[config.mk]
export PLATFORM = sky130hd
export DESIGN_NAME = tap_tempo_bpm_estimator
export DESIGN_NICKNAME = d
export VERILOG_FILES = /design/src/hw/rtl/ttbe_pkg.sv /design/src/hw/rtl/ttbe_ram.sv /design/src/hw/rtl/ttbe_ctrl.sv /design/src/hw/rtl/ttbe_dp.sv /design/src/hw/rtl/tap_tempo_bpm_estimator.sv
export SDC_FILE = /design/constraint.sdc
export NUM_CORES = 2
export LEC_CHECK = 0
export BUFFER_PORTS_ARGS = -buffer_cell sky130_fd_sc_hd__buf_2
export CORE_UTILIZATION = 40
export DETAILED_ROUTE_END_ITERATION = 8
export GPL_TIMING_DRIVEN = 0
export SYNTH_ARGS = -nofsm -noshare
export SYNTH_HDL_FRONTEND = slang
export SYNTH_SLANG_ARGS = --single-unit
[constraint.sdc]
create_clock -name clk_i -period 7.72 [get_ports clk_i]
set_input_delay 0.772 -clock clk_i [delete_from_list [all_inputs] [get_ports clk_i]]
set_output_delay 0.772 -clock clk_i [all_outputs]
set_load 0.05 [all_outputs]
[src/hw/rtl/ttbe_pkg.sv]
// ----------------------------------------------------------------------------
// ttbe_pkg
// Shared constants, controller states and the command and status bundles
// for the tap tempo estimator.
// ----------------------------------------------------------------------------
package ttbe_pkg;

  // Window and time base
  localparam int unsigned TAP_WINDOW = 64;
  localparam int unsigned TIME_BITS  = 48;

  // Port field widths
  localparam int unsigned TS_W    = 48;
  localparam int unsigned COUNT_W = 7;
  localparam int unsigned AVG_W   = 48;
  localparam int unsigned BPM_W   = 34;

  // Internal widths
  localparam int unsigned IDX_W    = $clog2(TAP_WINDOW);
  localparam int unsigned CNT_W    = $clog2(TAP_WINDOW + 1);
  localparam int unsigned GAP_W    = $clog2(TAP_WINDOW);
  localparam int unsigned SUM_W    = TIME_BITS + GAP_W;
  localparam int unsigned REM_W    = TIME_BITS + 1;
  localparam int unsigned DIVCNT_W = $clog2(SUM_W + 1);

  // 60,000,000 us per minute times 256 fraction steps
  localparam logic [BPM_W-1:0] BPM_NUMERATOR = BPM_W'(64'd15360000000);

  // Request codes
  localparam logic REQ_TAP   = 1'b0;
  localparam logic REQ_CLEAR = 1'b1;

  typedef enum logic [3:0] {
    ST_IDLE,
    ST_START,
    ST_WALK,
    ST_DRAIN,
    ST_AVG_LOAD,
    ST_AVG_DIV,
    ST_BPM_LOAD,
    ST_BPM_DIV,
    ST_BPM_STORE,
    ST_RESULT
  } ttbe_state_e;

  // Controller to datapath
  typedef struct packed {
    logic clear;
    logic tap_write;
    logic walk_init;
    logic walk_step;
    logic zero_result;
    logic avg_load;
    logic div_step;
    logic bpm_load;
    logic bpm_store;
    logic out_load;
  } ttbe_cmd_t;

  // Datapath to controller
  typedef struct packed {
    logic multi;
    logic walk_last;
    logic no_gaps;
    logic div_last;
  } ttbe_sts_t;

endpackage

[src/hw/rtl/ttbe_ram.sv]
// ----------------------------------------------------------------------------
// ttbe_ram
// Generic single-write, single-read RAM with registered read data.
// ----------------------------------------------------------------------------
module ttbe_ram #(
  parameter int unsigned WIDTH = 8,
  parameter int unsigned DEPTH = 16
) (
  input  logic                     clk_i,
  input  logic                     we_i,
  input  logic [$clog2(DEPTH)-1:0] waddr_i,
  input  logic [WIDTH-1:0]         wdata_i,
  input  logic                     re_i,
  input  logic [$clog2(DEPTH)-1:0] raddr_i,
  output logic [WIDTH-1:0]         rdata_o
);

  logic [WIDTH-1:0] mem_q [DEPTH];
  logic [WIDTH-1:0] rdata_q;

  // Write port
  always_ff @(posedge clk_i) begin
    if (we_i) begin
      mem_q[waddr_i] <= wdata_i;
    end
  end

  // Registered read port
  always_ff @(posedge clk_i) begin
    if (re_i) begin
      rdata_q <= mem_q[raddr_i];
    end
  end

  assign rdata_o = rdata_q;

endmodule

[src/hw/rtl/ttbe_ctrl.sv]
// ----------------------------------------------------------------------------
// ttbe_ctrl
// Sequencer: takes a request, walks the tap ring, runs the two divisions
// and hands the result to the output register.
// ----------------------------------------------------------------------------
module ttbe_ctrl import ttbe_pkg::*; (
  input  logic      clk_i,
  input  logic      rst_ni,
  input  logic      in_valid_i,
  output logic      in_stall_o,
  input  logic      req_type_i,
  output logic      out_valid_o,
  input  logic      out_stall_i,
  output ttbe_cmd_t cmd_o,
  input  ttbe_sts_t sts_i
);

  ttbe_state_e state_q, state_d;
  logic        out_valid_q, out_valid_d;
  logic        in_xfer;

  assign in_stall_o  = (state_q != ST_IDLE);
  assign in_xfer     = in_valid_i && (state_q == ST_IDLE);
  assign out_valid_o = out_valid_q;

  // State and output valid registers
  always_ff @(posedge clk_i or negedge rst_ni) begin
    if (!rst_ni) begin
      state_q     <= ST_IDLE;
      out_valid_q <= 1'b0;
    end else begin
      state_q     <= state_d;
      out_valid_q <= out_valid_d;
    end
  end

  // Next state and commands
  always_comb begin
    state_d = state_q;
    cmd_o   = '0;
    case (state_q)
      ST_IDLE: begin
        if (in_xfer) begin
          if (req_type_i == REQ_CLEAR) begin
            cmd_o.clear = 1'b1;
            state_d     = ST_RESULT;
          end else begin
            cmd_o.tap_write = 1'b1;
            state_d         = ST_START;
          end
        end
      end
      ST_START: begin
        if (sts_i.multi) begin
          cmd_o.walk_init = 1'b1;
          state_d         = ST_WALK;
        end else begin
          state_d = ST_RESULT;
        end
      end
      ST_WALK: begin
        cmd_o.walk_step = 1'b1;
        if (sts_i.walk_last) begin
          state_d = ST_DRAIN;
        end
      end
      ST_DRAIN: begin
        state_d = ST_AVG_LOAD;
      end
      ST_AVG_LOAD: begin
        if (sts_i.no_gaps) begin
          cmd_o.zero_result = 1'b1;
          state_d           = ST_RESULT;
        end else begin
          cmd_o.avg_load = 1'b1;
          state_d        = ST_AVG_DIV;
        end
      end
      ST_AVG_DIV: begin
        cmd_o.div_step = 1'b1;
        if (sts_i.div_last) begin
          state_d = ST_BPM_LOAD;
        end
      end
      ST_BPM_LOAD: begin
        cmd_o.bpm_load = 1'b1;
        state_d        = ST_BPM_DIV;
      end
      ST_BPM_DIV: begin
        cmd_o.div_step = 1'b1;
        if (sts_i.div_last) begin
          state_d = ST_BPM_STORE;
        end
      end
      ST_BPM_STORE: begin
        cmd_o.bpm_store = 1'b1;
        state_d         = ST_RESULT;
      end
      ST_RESULT: begin
        // Wait for the output register to free up
        if (!out_valid_q || !out_stall_i) begin
          cmd_o.out_load = 1'b1;
          state_d        = ST_IDLE;
        end
      end
      default: begin
        state_d = ST_IDLE;
      end
    endcase
  end

  // Output valid: set on load, drop on transfer
  always_comb begin
    out_valid_d = out_valid_q;
    if (cmd_o.out_load) begin
      out_valid_d = 1'b1;
    end else if (out_valid_q && !out_stall_i) begin
      out_valid_d = 1'b0;
    end
  end

endmodule

[src/hw/rtl/ttbe_dp.sv]
// ----------------------------------------------------------------------------
// ttbe_dp
// Datapath: tap ring, gap accumulator, shared restoring divider and the
// output register.
// ----------------------------------------------------------------------------
module ttbe_dp import ttbe_pkg::*; (
  input  logic               clk_i,
  input  logic               rst_ni,
  input  logic [TS_W-1:0]    timestamp_us_i,
  input  ttbe_cmd_t          cmd_i,
  output ttbe_sts_t          sts_o,
  output logic [COUNT_W-1:0] held_count_o,
  output logic               bpm_valid_o,
  output logic [AVG_W-1:0]   mean_gap_us_o,
  output logic [BPM_W-1:0]   bpm_x256_o
);

  // Ring bookkeeping
  logic [IDX_W-1:0]     wp_q, wp_d;
  logic [CNT_W-1:0]     held_q, held_d;
  logic [TIME_BITS-1:0] avg_q, avg_d;
  logic [BPM_W-1:0]     bpm_q, bpm_d;

  // Walk
  logic [IDX_W-1:0]     rd_addr_q, rd_addr_d;
  logic [CNT_W-1:0]     rd_left_q, rd_left_d;
  logic                 rd_pend_q, first_q, first_d;
  logic [TIME_BITS-1:0] prev_q, prev_d;
  logic [SUM_W-1:0]     sum_q, sum_d;
  logic [GAP_W-1:0]     gaps_q, gaps_d;
  logic [TIME_BITS-1:0] rd_data;
  logic [IDX_W-1:0]     walk_start;

  // Divider
  logic [REM_W-1:0]     rem_q, rem_d, rem_shift;
  logic [SUM_W-1:0]     num_q, num_d;
  logic [SUM_W-1:0]     quo_q, quo_d;
  logic [TIME_BITS-1:0] den_q, den_d;
  logic [DIVCNT_W-1:0]  dcnt_q, dcnt_d;
  logic                 rem_ge;

  // Output register
  logic [COUNT_W-1:0]   out_count_q;
  logic [AVG_W-1:0]     out_avg_q;
  logic [BPM_W-1:0]     out_bpm_q;

  ttbe_ram #(
    .WIDTH (TIME_BITS),
    .DEPTH (TAP_WINDOW)
  ) u_ring (
    .clk_i   (clk_i),
    .we_i    (cmd_i.tap_write),
    .waddr_i (wp_q),
    .wdata_i (timestamp_us_i[TIME_BITS-1:0]),
    .re_i    (cmd_i.walk_step),
    .raddr_i (rd_addr_q),
    .rdata_o (rd_data)
  );

  // Oldest held tap sits held entries behind the write pointer
  always_comb begin
    if (CNT_W'(wp_q) >= held_q) begin
      walk_start = IDX_W'(CNT_W'(wp_q) - held_q);
    end else begin
      walk_start = IDX_W'(CNT_W'(wp_q) + CNT_W'(TAP_WINDOW) - held_q);
    end
  end

  // Ring pointer, count and stored results
  always_comb begin
    wp_d   = wp_q;
    held_d = held_q;
    avg_d  = avg_q;
    bpm_d  = bpm_q;
    if (cmd_i.clear) begin
      wp_d   = '0;
      held_d = '0;
      avg_d  = '0;
      bpm_d  = '0;
    end else if (cmd_i.tap_write) begin
      wp_d = (wp_q == IDX_W'(TAP_WINDOW - 1)) ? '0 : wp_q + 1'b1;
      if (held_q != CNT_W'(TAP_WINDOW)) begin
        held_d = held_q + 1'b1;
      end
    end
    if (cmd_i.zero_result) begin
      avg_d = '0;
      bpm_d = '0;
    end
    if (cmd_i.bpm_load) begin
      avg_d = quo_q[TIME_BITS-1:0];
    end
    if (cmd_i.bpm_store) begin
      bpm_d = quo_q[BPM_W-1:0];
    end
  end

  // Walk the ring oldest to newest and accumulate positive gaps
  always_comb begin
    rd_addr_d = rd_addr_q;
    rd_left_d = rd_left_q;
    first_d   = first_q;
    prev_d    = prev_q;
    sum_d     = sum_q;
    gaps_d    = gaps_q;
    if (cmd_i.walk_init) begin
      rd_addr_d = walk_start;
      rd_left_d = held_q;
      first_d   = 1'b1;
      sum_d     = '0;
      gaps_d    = '0;
    end
    if (cmd_i.walk_step) begin
      rd_addr_d = (rd_addr_q == IDX_W'(TAP_WINDOW - 1)) ? '0 : rd_addr_q + 1'b1;
      rd_left_d = rd_left_q - 1'b1;
    end
    if (rd_pend_q) begin
      first_d = 1'b0;
      prev_d  = rd_data;
      if (!first_q && (rd_data > prev_q)) begin
        sum_d  = sum_q + SUM_W'(rd_data - prev_q);
        gaps_d = gaps_q + 1'b1;
      end
    end
  end

  // Restoring divider, one quotient bit per step
  assign rem_shift = {rem_q[REM_W-2:0], num_q[SUM_W-1]};
  assign rem_ge    = (rem_shift >= {1'b0, den_q});

  always_comb begin
    rem_d  = rem_q;
    num_d  = num_q;
    quo_d  = quo_q;
    den_d  = den_q;
    dcnt_d = dcnt_q;
    if (cmd_i.avg_load) begin
      rem_d  = '0;
      num_d  = sum_q;
      quo_d  = '0;
      den_d  = TIME_BITS'(gaps_q);
      dcnt_d = DIVCNT_W'(SUM_W);
    end else if (cmd_i.bpm_load) begin
      // Left-align the numerator so only its bits are shifted through
      rem_d  = '0;
      num_d  = {BPM_NUMERATOR, (SUM_W - BPM_W)'(0)};
      quo_d  = '0;
      den_d  = quo_q[TIME_BITS-1:0];
      dcnt_d = DIVCNT_W'(BPM_W);
    end else if (cmd_i.div_step) begin
      rem_d  = rem_ge ? rem_shift - {1'b0, den_q} : rem_shift;
      num_d  = {num_q[SUM_W-2:0], 1'b0};
      quo_d  = {quo_q[SUM_W-2:0], rem_ge};
      dcnt_d = dcnt_q - 1'b1;
    end
  end

  // Control registers
  always_ff @(posedge clk_i or negedge rst_ni) begin
    if (!rst_ni) begin
      wp_q      <= '0;
      held_q    <= '0;
      avg_q     <= '0;
      bpm_q     <= '0;
      rd_pend_q <= 1'b0;
      rd_left_q <= '0;
      dcnt_q    <= '0;
    end else begin
      wp_q      <= wp_d;
      held_q    <= held_d;
      avg_q     <= avg_d;
      bpm_q     <= bpm_d;
      rd_pend_q <= cmd_i.walk_step;
      rd_left_q <= rd_left_d;
      dcnt_q    <= dcnt_d;
    end
  end

  // Payload registers
  always_ff @(posedge clk_i) begin
    rd_addr_q <= rd_addr_d;
    first_q   <= first_d;
    prev_q    <= prev_d;
    sum_q     <= sum_d;
    gaps_q    <= gaps_d;
    rem_q     <= rem_d;
    num_q     <= num_d;
    quo_q     <= quo_d;
    den_q     <= den_d;
    if (cmd_i.out_load) begin
      out_count_q <= COUNT_W'(held_q);
      out_avg_q   <= AVG_W'(avg_q);
      out_bpm_q   <= bpm_q;
    end
  end

  assign sts_o.multi     = (held_q >= CNT_W'(2));
  assign sts_o.walk_last = (rd_left_q == CNT_W'(1));
  assign sts_o.no_gaps   = (gaps_q == '0);
  assign sts_o.div_last  = (dcnt_q == DIVCNT_W'(1));

  assign held_count_o  = out_count_q;
  assign bpm_valid_o   = (out_avg_q != '0);
  assign mean_gap_us_o = out_avg_q;
  assign bpm_x256_o    = out_bpm_q;

endmodule

[src/hw/rtl/tap_tempo_bpm_estimator.sv]
// ----------------------------------------------------------------------------
// tap_tempo_bpm_estimator
// Tap tempo estimator: mean positive tap interval and tempo times 256.
// ----------------------------------------------------------------------------
// Input channel (in_valid_i / in_stall_o): a tap with a microsecond
// timestamp, or a clear. One request is taken at a time; in_stall_o is
// high from the transfer until the result has entered the output register.
// Output channel (out_valid_o / out_stall_i): one result per request, held
// in an output register, so the next request is taken while it waits.
// Sequence: a clear goes straight to the result, and a tap with fewer
// than two held taps goes from start to result. Otherwise the ring RAM
// is read one entry a cycle, oldest to newest, then one restoring divider
// gives one quotient bit a cycle, 54 steps for the average and 34 for the
// tempo; with no rising gap both divisions are skipped and zeros stored.
// Reset clears the tap count, write pointer and stored results; the ring
// needs no clearing since only written entries are ever read.
// When the receiver stalls, the result holds on the outputs; a finished
// later result waits in the sequencer until the register frees up.
// ----------------------------------------------------------------------------
module tap_tempo_bpm_estimator import ttbe_pkg::*; (
  input  logic               clk_i,
  input  logic               rst_ni,
  input  logic               in_valid_i,
  output logic               in_stall_o,
  input  logic               req_type_i,
  input  logic [TS_W-1:0]    timestamp_us_i,
  output logic               out_valid_o,
  input  logic               out_stall_i,
  output logic [COUNT_W-1:0] held_count_o,
  output logic               bpm_valid_o,
  output logic [AVG_W-1:0]   mean_gap_us_o,
  output logic [BPM_W-1:0]   bpm_x256_o
);

  ttbe_cmd_t cmd;
  ttbe_sts_t sts;

  ttbe_ctrl u_ctrl (
    .clk_i       (clk_i),
    .rst_ni      (rst_ni),
    .in_valid_i  (in_valid_i),
    .in_stall_o  (in_stall_o),
    .req_type_i  (req_type_i),
    .out_valid_o (out_valid_o),
    .out_stall_i (out_stall_i),
    .cmd_o       (cmd),
    .sts_i       (sts)
  );

  ttbe_dp u_dp (
    .clk_i          (clk_i),
    .rst_ni         (rst_ni),
    .timestamp_us_i (timestamp_us_i),
    .cmd_i          (cmd),
    .sts_o          (sts),
    .held_count_o   (held_count_o),
    .bpm_valid_o    (bpm_valid_o),
    .mean_gap_us_o  (mean_gap_us_o),
    .bpm_x256_o     (bpm_x256_o)
  );

endmodule

==> impl_metrics.yaml <==
place:
  place_ws_ns: 0.810
  place_congestion: 0.879
  io_buffers: 144
  post-place-cells: 13400
  hpwl_mm: 340
detailed_routing:
  vias_per_cell: 6.20
  drc: 0
  wl_per_cell_um: 35.3
  first_pass_iters: 8
  vias: 87200
  drt_iter0_markers: 13900
  wl_mm: 497
  postRouteAntennaNets: 0
critical_path:
  path_class: "register to register"
  crit_chain: "clkbuf_1, clkbuf_1, clkbuf_1, clkbuf_1, mux4_2, o22ai_1, nor3_1, a21oi_1, a21oi_1"
  reg2reg_to: "u_dp.u_ring.rdata_o[2]"
  cp-start-kind: "register"
  crit_arrival_ns: 7.88
  slowest_stage: "clkbuf_1"
  worst-endpoint-required_ns: 8.33
  reg2reg_slack_ns: 0.45
  endpoint_kind: "register"
  max_stage_delay_ns: 1.18
  worst-path-max-fanout: 10
  startpoint: "u_dp.rd_addr_q[1]"
  path_common_cell: "clkbuf_1"
  timing.rr.start: "u_dp.rd_addr_q[1]"
  rr_worst_depth: 9
clock_tree:
  clkSinkCount: 3636
  root_buffer: "clkbuf_16"
  cts_tree: "done"
  h-tree-depth: 5
  cts_hold_buffers: 1
  cts-resized-gates: 0
  cts_setup_buffers: 0
  path_clk_slew_ns: 0.06
  clockBufferDepth: 4
  clk_latency_ns: 1.02
  cts_buffers: 377
status:
  outcome: "complete, but fails checks"
  failed_checks: "capacitance limit, slew limit"
global_routing:
  grt_pass1_wl_mm: 673
  grt-ovfl-total: 0
  grt_pass1_vias: 83500
  antenna_found_initial: 46
  grt_max_degree: 65
  grt_usage_pct: 26.6
floorplanning:
  die_w_um: 606
  die-area_mm2: 0.367
  start_util_pct: 40.2
  die_h_um: 606
  rows: 221
  core_mm2: 0.363
  ios: 145
flow_run:
  maxCapViolCount: 6
finish:
  fin_nets: 9177
  ff_latch_area_mm2: 0.107
  stdcell_count: 14100
  multi_input_area_mm2: 0.0371
  finish.utilization_pct: 46.7
  layout-drive-gt1-share_pct: 19.0
  fillers: 30300
  syn2layout_area_growth_pct: 16.2
power:
  power.total_w: 0.0602
  irDropWorstVdd_mv: 0.217
  powerDensity_mw_per_mm2: 356
  p_leak_nw: 56.6
logic_synthesis:
  synth_cell_type_count: 79
  seq_area_frac_synth_pct: 73.2
  async_flop_share_pct: 3.14
  ys.flop_type: "edfxtp_1"
  ys_warn_count: 0
  syn_nets: 8452
  synthCells: 8227
  avgSynthCellArea_um2: 17.7
  synth_seq_cells: 3636
  synth_edf_count: 3323
  syn_area_mm2: 0.146
sta:
  setup_ws_ns: 0.453
  slew_headroom_pct: -10.6
  max_freq_mhz: 138
  holdWs_ns: 0.122
  rsz0062_at_grt: "false"
  setup_viol: 0
  skew_ns: 0.104
  period_share_pct: 94.1
  period_needed_ns: 7.27
  hold_viol: 0
  drv_slew: 55
  worst_pin_slew_ns: 1.66
worst_hold_path:
  hold_depth: 3
  hold_class: "primary input to register"
  min-delay-start: "out_stall_i"
  worstHoldEndpoint: "u_ctrl.out_valid_o"
## sequential cells by signal, summed over array words and instances, names as in the netlist
| signal | cells |
|---|---|
| u_dp.first_q | 1 |
| u_ctrl.out_valid_o | 1 |
| u_dp.rd_pend_q | 1 |
| u_dp.gaps_q | 6 |
| u_dp.bpm_q | 34 |
| u_dp.prev_q | 48 |
| u_dp.avg_q | 48 |
| u_ctrl.state_q | 4 |
| u_dp.held_q | 7 |
| u_dp.rd_addr_q | 6 |
| u_dp.u_ring.rdata_o | 48 |
| u_dp.held_count_o | 7 |
| u_dp.bpm_x256_o | 34 |
| u_dp.wp_q | 6 |
| u_dp.dcnt_q | 6 |
| u_dp.sum_q | 54 |
| u_dp.rem_q | 48 |
| u_dp.rd_left_q | 7 |
| u_dp.quo_q | 48 |
| u_dp.den_q | 48 |
| u_dp.mean_gap_us_o | 48 |
| u_dp.num_q | 54 |
| u_dp.u_ring.mem_q | 3072 |
## critical path: cells and delay by family, from the launching register on
| kind | cells | cell delay, ns |
|---|---|---|
| compound gates | 3 | 1.11 |
| buf+inv | 4 | 4.21 |
| mux | 1 | 0.42 |
| simple gates | 1 | 0.75 |
| flops | 1 | 0.39 |
## layer usage
metal	track usage, %	vias to the layer above	part of all wire (%)
met2	40.6	6097	44
li1	-	34600	-
met4	13.2	18	5.8
met3	6.82	1226	12
met1	35.5	45300	38
met5	0	-	0.024
## metrics by stage
step	cell area, um^2	TNS (ns)
after global placement	152000	-4591.11
after global routing	169000	0
after floorplan	146000	0
after CTS	169000	0
final	169000	0
after detailed placement	157000	0
## report_power, final
group          internal, W  switching [W]
Clock               0.0104        0.00786
Sequential          0.0223       0.000463
Combinational      0.00628         0.0129
## cell type report
class,instances,share of cell area (%)
buffer,456,1.12
clock inverter,216,1.37
clock buffer,473,5.86
antenna,16,0.0236
inverter,165,0.366
multi-input combinational,3970,21.9
sequential,3636,63.0
tap,4794,3.54
timing repair buffer,346,2.84
## cells in the final DEF, fill, tap and decap left out, types with 16 or more instances in the layout
cell type     n
edfxtp_1   3323
mux4_2      666
nand2_1     554
mux2i_1     406
clkbuf_16   381
a21oi_1     379
clkbuf_1    364
o21ai_0     344
buf_2       240
o221ai_1    199
dfxtp_1     199
buf_12      191
nor2_1      188
ha_1        168
inv_1       162
nand3_1     146
dfrtp_1     113
o22ai_1      87
a21o_1       84
xnor2_1      83
clkinv_1     77
nor2_4       64
clkinv_2     62
xor2_1       58
nor3_1       56
buf_1        49
a22o_1       44
nand4_1      41
a211oi_1     41
a31oi_1      39
bufinv_16    37
nor2b_1      27
clkbuf_2     26
nand2b_1     25
nor4_1       22
and2_1       21
or3_1        20
o31ai_1      18
and3_1       17
diode_2      16
## logic make-up (layout without fill, tap and decap cells)
logic type	after synthesis	after routing	synth area share, %
flip-flops	3636	3636	73.2
AO/OA/AOI/OAI	1371	1371	6.00
AND/OR/NAND/NOR	1208	1208	3.66
multiplexers	1078	1078	13.1
buffers and inverters	621	1656	1.69
adder cells (fa/ha/maj)	172	172	1.50
XOR/XNOR	141	141	0.848
other	0	16	0
## how the worst max path moves through the flow
| stage | slack (ns) | to | cells after the start |
|---|---|---|---|
| 2_1_floorplan | 1.88 | u_dp.bpm_x256_o[0] | 4 |
| 3_3_place_gp | -2.20 | u_dp.u_ring.mem_q[27][10] | 6 |
| 3_5_place_dp | 0.81 | u_dp.u_ring.rdata_o[2] | 9 |
| 4_1_cts | 0.75 | u_dp.u_ring.rdata_o[2] | 9 |
| 5_1_grt | 0.34 | u_dp.sum_q[37] | 27 |
| 6_report | 0.45 | u_dp.u_ring.rdata_o[2] | 9 |
## synth_stat cells, types with 18 or more instances
master | n | area, um^2
nand2b_1 | 25 | 156
o31ai_1 | 18 | 135
o21ai_0 | 344 | 1720
nand3_1 | 146 | 731
mux2i_1 | 406 | 4060
nand4_1 | 41 | 257
a21o_1 | 84 | 631
o22ai_1 | 87 | 544
xnor2_1 | 83 | 727
buf_2 | 85 | 425
or3_1 | 20 | 125
ha_1 | 168 | 2100
a31oi_1 | 39 | 244
nor2b_1 | 27 | 169
a21oi_1 | 381 | 1910
nor4_1 | 22 | 138
a22o_1 | 44 | 385
inv_1 | 163 | 612
nor2_1 | 252 | 946
a211oi_1 | 41 | 308
and2_1 | 21 | 131
nand2_1 | 554 | 2080
xor2_1 | 58 | 508
dfxtp_1 | 199 | 3980
clkbuf_1 | 298 | 1120
nor3_1 | 56 | 280
mux4_2 | 666 | 15000
edfxtp_1 | 3323 | 99800
dfrtp_1 | 114 | 2850
buf_1 | 67 | 251
o221ai_1 | 199 | 1740
(Power assumes the default switching activity.)
